File: src/design/anbs_pkg.sv
// shared types, constants and helpers for the annex b nal unit splitter
// no dependencies
`timescale 1ns / 1ps

package anbs_pkg;

    localparam int unsigned MAX_UNIT_BYTES = 1048576;
    localparam int unsigned CNT_W          = $clog2(MAX_UNIT_BYTES + 1);
    localparam int unsigned LEN_W          = 21;
    localparam int unsigned LEN_MAX        = (2 ** LEN_W) - 1;
    localparam int unsigned CQ_DEPTH       = 4;
    localparam int unsigned CQ_AW          = $clog2(CQ_DEPTH);

    localparam logic [7:0] ZERO_BYTE  = 8'h00;
    localparam logic [7:0] START_BYTE = 8'h01;
    localparam logic [1:0] HELD_MAX   = 2'd3;
    localparam logic [1:0] HELD_SHORT = 2'd2;

    localparam logic KIND_PAYLOAD = 1'b0;
    localparam logic KIND_END     = 1'b1;

    typedef logic [CNT_W-1:0] t_cnt;

    // one queue entry: zero bytes, then an optional data byte, then an optional end record
    typedef struct packed {
        logic [2:0]       nzeros;
        logic             has_byte;
        logic [7:0]       data;
        logic             first;
        logic             end_rec;
        logic [5:0]       utype;
        logic             forb;
        logic             long_sc;
        logic [LEN_W-1:0] len;
        logic             ovf;
    } t_cmd;

    function automatic logic [LEN_W-1:0] cap_len(input t_cnt cnt);
        logic [31:0] wide;
        wide = 32'(cnt);
        if (wide > 32'(LEN_MAX)) begin
            return LEN_W'(LEN_MAX);
        end
        return LEN_W'(cnt);
    endfunction

endpackage

File: src/design/anbs_front.sv
// front end: start code search, zero hold-back and unit bookkeeping
// depends on anbs_pkg
`timescale 1ns / 1ps

module anbs_front import anbs_pkg::*; (
    input  logic       i_clk,
    input  logic       i_rst_n,
    input  logic       i_accept,
    input  logic [7:0] i_stream_byte,
    input  logic       i_end_of_stream,
    output logic       o_cmd_push,
    output t_cmd       o_cmd
);

    logic [1:0] r_held, n_held;
    logic       r_inside, n_inside;
    logic       r_expect, n_expect;
    t_cnt       r_count, n_count;
    logic [5:0] r_type, n_type;
    logic       r_forb, n_forb;
    logic       r_long, n_long;
    logic       r_sat, n_sat;

    logic             is_sc;
    logic             hasb;
    logic [2:0]       zeros_now;
    logic [2:0]       nz;
    logic [2:0]       k;
    logic [CNT_W:0]   sum;
    logic             first;
    logic             end_last;
    logic             push;
    t_cmd             cmd;

    always_comb begin
        n_held    = r_held;
        n_inside  = r_inside;
        n_expect  = r_expect;
        n_count   = r_count;
        n_type    = r_type;
        n_forb    = r_forb;
        n_long    = r_long;
        n_sat     = r_sat;
        is_sc     = 1'b0;
        hasb      = 1'b0;
        zeros_now = 3'd0;
        nz        = 3'd0;
        k         = 3'd0;
        sum       = '0;
        first     = 1'b0;
        end_last  = 1'b0;
        push      = 1'b0;
        cmd       = '0;

        priority if (i_stream_byte == ZERO_BYTE) begin
            if (r_held < HELD_MAX) begin
                n_held = r_held + 2'd1;
            end else begin
                // fourth zero: the oldest held zero goes out
                zeros_now = 3'd1;
            end
        end else if (i_stream_byte == START_BYTE && r_held >= HELD_SHORT) begin
            is_sc = 1'b1;
        end else begin
            zeros_now = {1'b0, r_held};
            hasb      = 1'b1;
            n_held    = 2'd0;
        end

        if (is_sc) begin
            push         = r_inside;
            cmd.end_rec  = 1'b1;
            cmd.utype    = r_type;
            cmd.forb     = r_forb;
            cmd.long_sc  = r_long;
            cmd.len      = cap_len(r_count);
            cmd.ovf      = r_sat;
            n_inside     = 1'b1;
            n_expect     = 1'b1;
            n_long       = (r_held == HELD_MAX);
            n_count      = '0;
            n_sat        = 1'b0;
            n_type       = 6'd0;
            n_forb       = 1'b0;
            n_held       = 2'd0;
        end else begin
            // stream end releases the zeros still held
            nz = zeros_now + (i_end_of_stream ? {1'b0, n_held} : 3'd0);
            if (r_inside) begin
                k = nz + {2'b00, hasb};
            end
            sum     = {1'b0, r_count} + (CNT_W + 1)'(k);
            n_count = (sum > (CNT_W + 1)'(MAX_UNIT_BYTES)) ? t_cnt'(MAX_UNIT_BYTES)
                                                           : sum[CNT_W-1:0];
            n_sat   = r_sat | (sum > (CNT_W + 1)'(MAX_UNIT_BYTES));
            first   = r_expect && (k != 3'd0);
            if (first) begin
                // the header is a zero when zeros come out ahead of the byte
                n_type = (nz != 3'd0) ? 6'd0 : i_stream_byte[6:1];
                n_forb = (nz != 3'd0) ? 1'b0 : i_stream_byte[7];
            end
            n_expect     = r_expect && (k == 3'd0);
            end_last     = i_end_of_stream && r_inside && (!r_expect || (k != 3'd0));
            push         = r_inside && ((k != 3'd0) || end_last);
            cmd.nzeros   = nz;
            cmd.has_byte = hasb;
            cmd.data     = i_stream_byte;
            cmd.first    = first;
            cmd.end_rec  = end_last;
            cmd.utype    = n_type;
            cmd.forb     = n_forb;
            cmd.long_sc  = r_long;
            cmd.len      = cap_len(n_count);
            cmd.ovf      = n_sat;
        end

        if (i_end_of_stream) begin
            n_held   = 2'd0;
            n_inside = 1'b0;
            n_expect = 1'b0;
            n_count  = '0;
            n_type   = 6'd0;
            n_forb   = 1'b0;
            n_long   = 1'b0;
            n_sat    = 1'b0;
        end
    end

    always_ff @(posedge i_clk) begin
        if (!i_rst_n) begin
            r_held   <= 2'd0;
            r_inside <= 1'b0;
            r_expect <= 1'b0;
            r_count  <= '0;
            r_type   <= 6'd0;
            r_forb   <= 1'b0;
            r_long   <= 1'b0;
            r_sat    <= 1'b0;
        end else if (i_accept) begin
            r_held   <= n_held;
            r_inside <= n_inside;
            r_expect <= n_expect;
            r_count  <= n_count;
            r_type   <= n_type;
            r_forb   <= n_forb;
            r_long   <= n_long;
            r_sat    <= n_sat;
        end
    end

    assign o_cmd_push = i_accept && push;
    assign o_cmd      = cmd;

endmodule

File: src/design/anbs_cmd_fifo.sv
// small command queue between front end and record generator
// depends on anbs_pkg
`timescale 1ns / 1ps

module anbs_cmd_fifo import anbs_pkg::*; (
    input  logic i_clk,
    input  logic i_rst_n,
    input  logic i_push,
    input  t_cmd i_cmd,
    output logic o_full,
    input  logic i_pop,
    output logic o_valid,
    output t_cmd o_cmd
);

    t_cmd             r_mem [CQ_DEPTH];
    logic [CQ_AW-1:0] r_wr;
    logic [CQ_AW-1:0] r_rd;
    logic [CQ_AW:0]   r_cnt;
    logic             do_pop;

    assign o_full  = (r_cnt == (CQ_AW + 1)'(CQ_DEPTH));
    assign o_valid = (r_cnt != '0);
    assign o_cmd   = r_mem[r_rd];
    assign do_pop  = i_pop && o_valid;

    always_ff @(posedge i_clk) begin
        if (i_push) begin
            r_mem[r_wr] <= i_cmd;
        end
    end

    always_ff @(posedge i_clk) begin
        if (!i_rst_n) begin
            r_wr  <= '0;
            r_rd  <= '0;
            r_cnt <= '0;
        end else begin
            if (i_push) begin
                r_wr <= r_wr + 1'b1;
            end
            if (do_pop) begin
                r_rd <= r_rd + 1'b1;
            end
            r_cnt <= r_cnt + (CQ_AW + 1)'(i_push) - (CQ_AW + 1)'(do_pop);
        end
    end

endmodule

File: src/design/anbs_back.sv
// record generator: expands one queued command into records, one per cycle while the output slot is free or popped
// depends on anbs_pkg
`timescale 1ns / 1ps

module anbs_back import anbs_pkg::*; (
    input  logic             i_clk,
    input  logic             i_rst_n,
    input  logic             i_cmd_valid,
    input  t_cmd             i_cmd,
    output logic             o_cmd_pop,
    input  logic             i_pop,
    output logic             o_empty,
    output logic             o_record_kind,
    output logic [7:0]       o_payload_byte,
    output logic             o_first_of_unit,
    output logic [5:0]       o_unit_type,
    output logic             o_forbidden_flag,
    output logic             o_long_start_code,
    output logic [LEN_W-1:0] o_unit_length,
    output logic             o_length_overflow,
    output logic             o_last_of_run
);

    logic [2:0]       r_step;
    logic             r_valid;
    logic             r_kind;
    logic [7:0]       r_byte;
    logic             r_first;
    logic [5:0]       r_type;
    logic             r_forb;
    logic             r_long;
    logic [LEN_W-1:0] r_len;
    logic             r_ovf;
    logic             r_last;

    logic       take;
    logic [2:0] nrec;
    logic       is_zero;
    logic       is_byte;
    logic       is_last;

    assign nrec    = i_cmd.nzeros + {2'b00, i_cmd.has_byte} + {2'b00, i_cmd.end_rec};
    assign is_zero = (r_step < i_cmd.nzeros);
    assign is_byte = !is_zero && i_cmd.has_byte && (r_step == i_cmd.nzeros);
    assign is_last = (r_step == nrec - 3'd1);
    // output slot free or being emptied this cycle
    assign take      = i_cmd_valid && (!r_valid || i_pop);
    assign o_cmd_pop = take && is_last;

    always_ff @(posedge i_clk) begin
        if (!i_rst_n) begin
            r_step  <= 3'd0;
            r_valid <= 1'b0;
        end else begin
            if (take) begin
                r_step  <= is_last ? 3'd0 : r_step + 3'd1;
                r_valid <= 1'b1;
            end else if (i_pop) begin
                r_valid <= 1'b0;
            end
        end
    end

    always_ff @(posedge i_clk) begin
        if (take) begin
            r_kind  <= (is_zero || is_byte) ? KIND_PAYLOAD : KIND_END;
            r_byte  <= is_byte ? i_cmd.data : ZERO_BYTE;
            r_first <= i_cmd.first && (r_step == 3'd0) && (is_zero || is_byte);
            r_type  <= i_cmd.utype;
            r_forb  <= i_cmd.forb;
            r_long  <= i_cmd.long_sc;
            r_len   <= (is_zero || is_byte) ? '0 : i_cmd.len;
            r_ovf   <= (is_zero || is_byte) ? 1'b0 : i_cmd.ovf;
            r_last  <= is_last;
        end
    end

    assign o_empty           = !r_valid;
    assign o_record_kind     = r_kind;
    assign o_payload_byte    = r_byte;
    assign o_first_of_unit   = r_first;
    assign o_unit_type       = r_type;
    assign o_forbidden_flag  = r_forb;
    assign o_long_start_code = r_long;
    assign o_unit_length     = r_len;
    assign o_length_overflow = r_ovf;
    assign o_last_of_run     = r_last;

endmodule

File: src/design/annexb_nal_unit_splitter.sv
// Annex B NAL unit splitter: takes one stream byte per cycle and returns payload and end
// records. The front end classifies each accepted byte in the same cycle and, when the byte
// causes records, leaves one command in a 4-entry queue; the back end turns a command into
// 1 to 5 records at one record per cycle into the output register while it is free or
// popped; a byte's first record passes through the queue and the output register before it
// shows on the result ports. Input runs at one byte per cycle while the queue has room;
// full rises when bursts of records (held zeros flushed ahead of a byte, end records) or a
// stalled pop keep the back end behind the front end. Pops may follow every cycle.
// depends on anbs_pkg, anbs_front, anbs_cmd_fifo, anbs_back
`timescale 1ns / 1ps

module annexb_nal_unit_splitter import anbs_pkg::*; (
    input  logic             i_clk,
    input  logic             i_rst_n,
    input  logic             push,
    output logic             full,
    input  logic [7:0]       i_stream_byte,
    input  logic             i_end_of_stream,
    output logic             empty,
    input  logic             pop,
    output logic             o_record_kind,
    output logic [7:0]       o_payload_byte,
    output logic             o_first_of_unit,
    output logic [5:0]       o_unit_type,
    output logic             o_forbidden_flag,
    output logic             o_long_start_code,
    output logic [LEN_W-1:0] o_unit_length,
    output logic             o_length_overflow,
    output logic             o_last_of_run
);

    logic accept;
    logic cmd_push;
    t_cmd cmd_in;
    logic cmd_valid;
    t_cmd cmd_out;
    logic cmd_pop;

    assign accept = push && !full;

    anbs_front u_front (
        .i_clk           (i_clk),
        .i_rst_n         (i_rst_n),
        .i_accept        (accept),
        .i_stream_byte   (i_stream_byte),
        .i_end_of_stream (i_end_of_stream),
        .o_cmd_push      (cmd_push),
        .o_cmd           (cmd_in)
    );

    anbs_cmd_fifo u_fifo (
        .i_clk   (i_clk),
        .i_rst_n (i_rst_n),
        .i_push  (cmd_push),
        .i_cmd   (cmd_in),
        .o_full  (full),
        .i_pop   (cmd_pop),
        .o_valid (cmd_valid),
        .o_cmd   (cmd_out)
    );

    anbs_back u_back (
        .i_clk             (i_clk),
        .i_rst_n           (i_rst_n),
        .i_cmd_valid       (cmd_valid),
        .i_cmd             (cmd_out),
        .o_cmd_pop         (cmd_pop),
        .i_pop             (pop),
        .o_empty           (empty),
        .o_record_kind     (o_record_kind),
        .o_payload_byte    (o_payload_byte),
        .o_first_of_unit   (o_first_of_unit),
        .o_unit_type       (o_unit_type),
        .o_forbidden_flag  (o_forbidden_flag),
        .o_long_start_code (o_long_start_code),
        .o_unit_length     (o_unit_length),
        .o_length_overflow (o_length_overflow),
        .o_last_of_run     (o_last_of_run)
    );

    // end records carry no byte and are never the header
    a_end_rec_clean: assert property (@(posedge i_clk) disable iff (!i_rst_n)
        (!empty && o_record_kind == KIND_END) |-> (o_payload_byte == ZERO_BYTE && !o_first_of_unit))
        else $error("end record carries payload fields");

    // payload records carry no length information
    a_payload_no_len: assert property (@(posedge i_clk) disable iff (!i_rst_n)
        (!empty && o_record_kind == KIND_PAYLOAD) |-> (o_unit_length == '0 && !o_length_overflow))
        else $error("payload record carries length fields");

    // an overflowing unit reports the saturated count
    a_ovf_len: assert property (@(posedge i_clk) disable iff (!i_rst_n)
        (!empty && o_length_overflow) |-> (o_unit_length == cap_len(t_cnt'(MAX_UNIT_BYTES))))
        else $error("overflow without saturated length");

    // no record appears while the queue holds no command and nothing is pushed
    a_no_phantom: assert property (@(posedge i_clk) disable iff (!i_rst_n)
        (!cmd_valid && empty && !cmd_push) |=> empty)
        else $error("record appeared without a queued command");

endmodule

File: config.mk
export PLATFORM = sky130hd
export DESIGN_NAME = annexb_nal_unit_splitter
export DESIGN_NICKNAME = d
export VERILOG_FILES = /design/src/design/anbs_pkg.sv /design/src/design/anbs_front.sv /design/src/design/anbs_cmd_fifo.sv /design/src/design/anbs_back.sv /design/src/design/annexb_nal_unit_splitter.sv
export SDC_FILE = /design/constraint.sdc
export NUM_CORES = 1
export LEC_CHECK = 0
export BUFFER_PORTS_ARGS = -buffer_cell sky130_fd_sc_hd__buf_4
export CORE_ASPECT_RATIO = 1.75
export CORE_MARGIN = 1
export CORE_UTILIZATION = 37
export CTS_BUF_LIST = sky130_fd_sc_hd__clkbuf_8
export DETAILED_ROUTE_END_ITERATION = 8
export PLACE_DENSITY = 0.56
export SLEW_MARGIN = 20
export SYNTH_ARGS = -nofsm -noshare
export SYNTH_HDL_FRONTEND = slang
export SYNTH_SLANG_ARGS = --single-unit
File: constraint.sdc
create_clock -name i_clk -period 6.3 [get_ports i_clk]
set_input_delay 0.63 -clock i_clk [delete_from_list [all_inputs] [get_ports i_clk]]
set_output_delay 0.63 -clock i_clk [all_outputs]
set_load 0.05 [all_outputs]
# After elaboration in Yosys (flattened, before gate mapping)
# Memory sizes are Yosys's and may differ from the RTL's. A register that Yosys moved wholly into a read port is not among the register bits.
# Index checks and enable logic that the tools add are counted.
op_classes:
  n_addsub: 12
  n_mul: 0
  div_mod_pow: 0
  order_cmp: 4
  eq_ne: 5
  n_shift: 0
  muxes: 45
  bitwise_logic: 1
  reduce_logical: 32
op_table:
  columns: ["operator", "n"]
  rows:
  - ["2-to-1 mux 21 bit", 3]
  - ["2-to-1 mux 31 bit", 1]
  - ["2-to-1 mux 6 bit", 4]
  - ["2-to-1 mux 1 bit", 23]
  - ["adder 21 x 3 -> 22 bit", 1]
  - ["greater-than comparator 22 x 21 -> 1 bit (second input constant)", 1]
  - ["2-to-1 mux 2 bit", 9]
  - ["logical AND 1 bit", 15]
  - ["2-to-1 mux 13 bit", 1]
  - ["adder 3 x 1 -> 3 bit", 4]
  - ["2-to-1 mux 3 bit", 4]
  - ["nonzero test 3 bit", 3]
  - ["== test 8 x 1 -> 1 bit (second input constant)", 1]
  - ["logical NOT 8 bit", 1]
  - ["adder 2 x 1 -> 2 bit (second input constant)", 3]
  - ["== test 3 bit", 2]
  - ["logical NOT 3 bit", 2]
  - ["logical NOT 1 bit", 4]
  - ["logical OR 1 bit", 4]
  - ["nonzero test 2 bit", 2]
  - ["adder 3 x 1 -> 3 bit (second input constant)", 1]
  - ["adder 3 bit", 1]
  - ["== test 3 bit (second input constant)", 1]
  - ["less-than comparator 3 bit", 1]
  - ["other kinds (7)", 7]
totals:
  ff_bits: 86
  latch_bits: 0
  ramBits: 176
  romBits: 0
  out_inout_bits: 43
  word_cells: 122
  mem_count: 1
memory_table:
  columns: ["memory", "depth", "word_bits", "read_ports", "rd_ports_with_merged_regs", "wr", "line", "text"]
  rows:
  - ["u_fifo.r_mem", 4, 44, 1, 1, 1, "anbs_cmd_fifo.sv:16", "t_cmd r_mem [CQ_DEPTH];"]

# Longest topological paths before layout
logic_depth:
  word_depth: 18
  mapped_depth: 22
  mapped_depth_nobuf: 20

# By module
# From an unflattened synthesis, not the netlist that was laid out.
unflattened:
  cells_unflattened: 784
  area_unflattened_um2: 11603.6
modules_own_cells:
  columns: ["module", "n_inst", "cells_per_inst", "area_per_inst_um2", "seq_area_each_um2"]
  rows:
  - ["anbs_cmd_fifo", 1, 275, 6882.9, 5465.2]
  - ["anbs_front", 1, 384, 2849.0, 680.7]
  - ["anbs_back", 1, 124, 1858.0, 1311.3]
  - ["annexb_nal_unit_splitter", 1, 1, 13.8, 0.0]

# Worst setup path after synthesis
# No wires, ideal clock.
synth_path:
  path_type: "input to register"
  startpoint: "input i_stream_byte[5]"
  endpoint: "memory u_fifo.r_mem[0][0] (netlist name) (data pin)"
  setup_ns: 0.263
  t_arrival_ns: 5.124
  required_ns: 6.037
  slack_ns: 0.913
  stages: 19
  path_buffers: 2
  path_cell_list: "or4_1 or4_1 nor2_1 ha_1 inv_1 fa_1 inv_1 ha_1 and2_1 ha_1 a211oi_2 or4_1 mux2i_1 a311oi_1 nand4_2 and2_1 buf_6 buf_6 a21o_1"
synth_rtl:
  columns: ["item", "line", "text"]
  rows:
  - ["from (decl)", "annexb_nal_unit_splitter.sv:17", "input logic [7:0] i_stream_byte,"]
  - ["to (decl)", "anbs_cmd_fifo.sv:16", null]

==> flow_metrics.py <==
metrics = {
    "pwr": {
        "irDropWorstVdd_v": 0.000142,
        "cellLeakagePower_nw": 4.66,
        "power_mw": 3.33,
        "p_per_area_nw_per_um2": 251,
    },
    "placement": {
        "port_buffers": 55,
        "dp_slack_ns": 0.292,
        "dpl_cell_area_um2": 12500,
        "hpwl_mm": 17.0,
        "place.gp.congestion": 0.889,
        "dpl.cell_count": 1211,
    },
    "sta": {
        "relSlewSlack_pct": 33.5,
        "post-route-period-util_pct": 87.0,
        "worst_pin_slew_ns": 0.996,
        "finClkSkew_ns": 0.0172,
        "fmax_mhz": 182,
        "setup_tns_ns": 0,
        "holdWs_ns": 0.322,
        "fin_ws_ns": 0.820,
        "hold_viol": 0,
        "fin_crit_ns": 5.48,
        "rsz0062_at_grt": "no",
        "slew_viol_final": 0,
        "finalSetupViolCount": 0,
    },
    "detailed_routing": {
        "ant_nets": 0,
        "drtPass1Iterations": 4,
        "viasPerCell": 5.22,
        "routedWlPerCell_um": 19.6,
        "dr_total_vias": 6681,
        "drc": 0,
        "wirelength_mm": 25.1,
        "drtIter0Drc": 415,
    },
    "floorplan": {
        "core_um2": 30200,
        "die_x_um": 135,
        "die_h_um": 234,
        "fp-row-count": 84,
        "initial_utilization_pct": 37.8,
        "dieArea_um2": 31600,
        "ios": 56,
    },
    "yosys": {
        "synth-edff-count": 217,
        "ys_warn_count": 0,
        "ys.flop_type": "edfxtp_1",
        "syn-num-nets": 813,
        "synth_top_area_share_pct": 57.1,
        "ys_ff_latch": 264,
        "synth.largest_area_cell": "edfxtp_1",
        "synth_area_leaders": "edfxtp_1 (57%), mux4_2 (8.7%), dfxtp_1 (8.2%)",
        "synth_area_um2": 11400,
        "ys_types": 63,
        "syn_inst": 777,
        "async_reset_ff_share_pct": 0,
        "postSynthAreaPerCell_um2": 14.7,
        "yosysSeqAreaShare_pct": 65.3,
    },
    "clock_tree": {
        "cts_tree": "built",
        "cts_resized": 0,
        "clkTransAtPathRegs_ns": 0.07,
        "cts_buffer_depth": 3,
        "cts_made_buffers": 37,
        "cts_hold_buf": 0,
        "clkSinkCount": 264,
        "post_cts.repair.setup_buffers": 0,
        "root_buffer": "clkbuf_8",
        "cts_htree_levels": 2,
        "clk_latency_ns": 0.54,
    },
    "global_route": {
        "antenna_found_initial": 2,
        "grt_overflow": 0,
        "grt_pass1_wl_mm": 39.2,
        "track_usage_pct": 16.6,
        "grt_max_degree": 45,
        "grt_pass1_vias": 6880,
    },
    "critical_path": {
        "crit_slowest_cell": "or4_1",
        "crit_fanout": 9,
        "crit_arrival_ns": 5.79,
        "worstPathRequired_ns": 6.61,
        "start_kind": "input pin",
        "crit_chain": "buf_4, or4_1, or4_1, nor2_1, ha_1, inv_1, fa_1, inv_1, ha_1, and2_1, ha_1, a211oi_2, nor4_4, a211o_1, a211oi_1, nand4_2, and2_1, buf_4, o221ai_1",
        "crit_type": "in -> reg",
        "end_kind": "flip-flop",
        "slowest_delay_ns": 0.56,
        "crit_buf_inv": 4,
        "critPathTopFamily": "simple AND/OR/NAND/NOR gates",
        "crit_top_cell": "ha_1",
    },
    "layout": {
        "stdcell_count": 1280,
        "fillers": 2714,
        "fin_nets": 899,
        "regArea_um2": 7460,
        "syn_to_final_growth_pct": 16.3,
        "design_area_um2": 13300,
        "postLayoutCoreUtil_pct": 44.0,
        "multi_input_area_um2": 3650,
        "final_layout_size_suffix_gt1_share_pct": 24.3,
    },
    "worst_hold_path": {
        "hold_path_class": "in -> reg",
    },
    "run_status": {
        "outcome": "finished clean",
    },
    "flow_run": {
        "max_cap_violations": 0,
    },
}
Yosys cell counts, drive strengths merged, types with 2 or more instances:
cell type  instances
and2              20
clkbuf            30
or3                3
o2bb2ai            3
a22oi              9
and3               5
nand2             60
nor3b              2
nor4b              2
buf               18
nand4              9
a211oi             3
nor2              29
nor2b             45
nor3              15
a211o              2
and4               2
xor2               6
a21o               8
nand2b             7
edfxtp           217
or4                6
dfxtp             47
ha                19
o21ai             27
mux2i              4
inv               26
nand3             17
a21oi             21
nor4               4
a22o              13
o211ai             5
a221o              4
xnor2             13
fa                 4
o22ai              2
a21boi             7
o31ai              9
mux4              44
worst reg2reg max path: cells and delay by family (launching register included):
kind	cells	cell delay [ns]
AO/OA/AOI/OAI	4	1.38
buffers and inverters	3	0.33
AND/OR/NAND/NOR	7	1.20
flip-flops	1	0.49
adder cells (fa/ha/maj)	4	1.28
flip-flops by register name, summed over array words and instances, names as in the netlist, 2 cells and up, named ones only:
| register | cells |
|---|---|
| u_back.r_step | 3 |
| u_front.r_type | 6 |
| u_back.o_payload_byte | 8 |
| u_back.o_unit_type | 6 |
| u_fifo.r_cnt | 3 |
| u_back.o_unit_length | 21 |
| u_fifo.r_rd | 2 |
| u_fifo.r_wr | 2 |
| u_front.r_count | 21 |
| u_fifo.r_mem | 176 |
| u_front.r_held | 2 |
power by group:
part | internal (mW) | switching (mW)
combinational | 0.0103 | 0.0226
sequential | 1.86 | 0.0000121
clock | 0.803 | 0.633
total | 2.68 | 0.655
area by class of cell:
type	count	area share [%]
Clock buffer	44	4.56
Antenna cell	1	0.0189
Timing Repair Buffer	95	5.75
Sequential cell	264	56.2
Tap cell	387	3.65
Clock inverter	24	1.56
Inverter	26	0.735
Multi-Input combinational cell	439	27.5
placed cells by master (no fill, tap or decap), drive strengths merged, types with 17 or more instances in the layout:
cell	instances
edfxtp	217
buf	95
nand2	60
dfxtp	47
nor2b	45
mux4	44
clkbuf	44
inv	37
nor2	29
o21ai	27
a21oi	21
and2	20
ha	19
nand3	17
path summary, 6_finish.rpt:
| path | start | to | slack [ns] | cells after the start |
|---|---|---|---|---|
| max | i_stream_byte[5] | u_fifo.r_mem[3][9] | 0.82 | 19 |
| min | i_stream_byte[5] | u_fifo.r_mem[1][37] | 0.32 | 1 |
| min reg2reg | u_back.r_valid | u_back.r_valid | 0.48 | 2 |
| max reg2reg | u_front.r_held[1] | u_fifo.r_mem[3][9] | 1.39 | 18 |
routing by layer:
| layer | global-route usage [%] | wire, µm |
|---|---|---|
| met1 | 18.4 | 9530 |
| met5 | 0 | 12 |
| met4 | 8.29 | 1030 |
| met3 | 2.14 | 982 |
| met2 | 30.9 | 13600 |
logic make-up (layout without fill, tap and decap cells):
logic type | after synthesis | count (layout) | share of synthesized area (%)
buffers and inverters | 74 | 189 | 2.82
adder cells (fa/ha/maj) | 23 | 23 | 2.78
other | 0 | 1 | 0
AND/OR/NAND/NOR | 227 | 227 | 11.0
flip-flops | 264 | 264 | 65.3
XOR/XNOR | 19 | 19 | 1.46
multiplexers | 49 | 49 | 9.13
AO/OA/AOI/OAI | 121 | 121 | 7.45
Power figures use the tool's default switching activity.
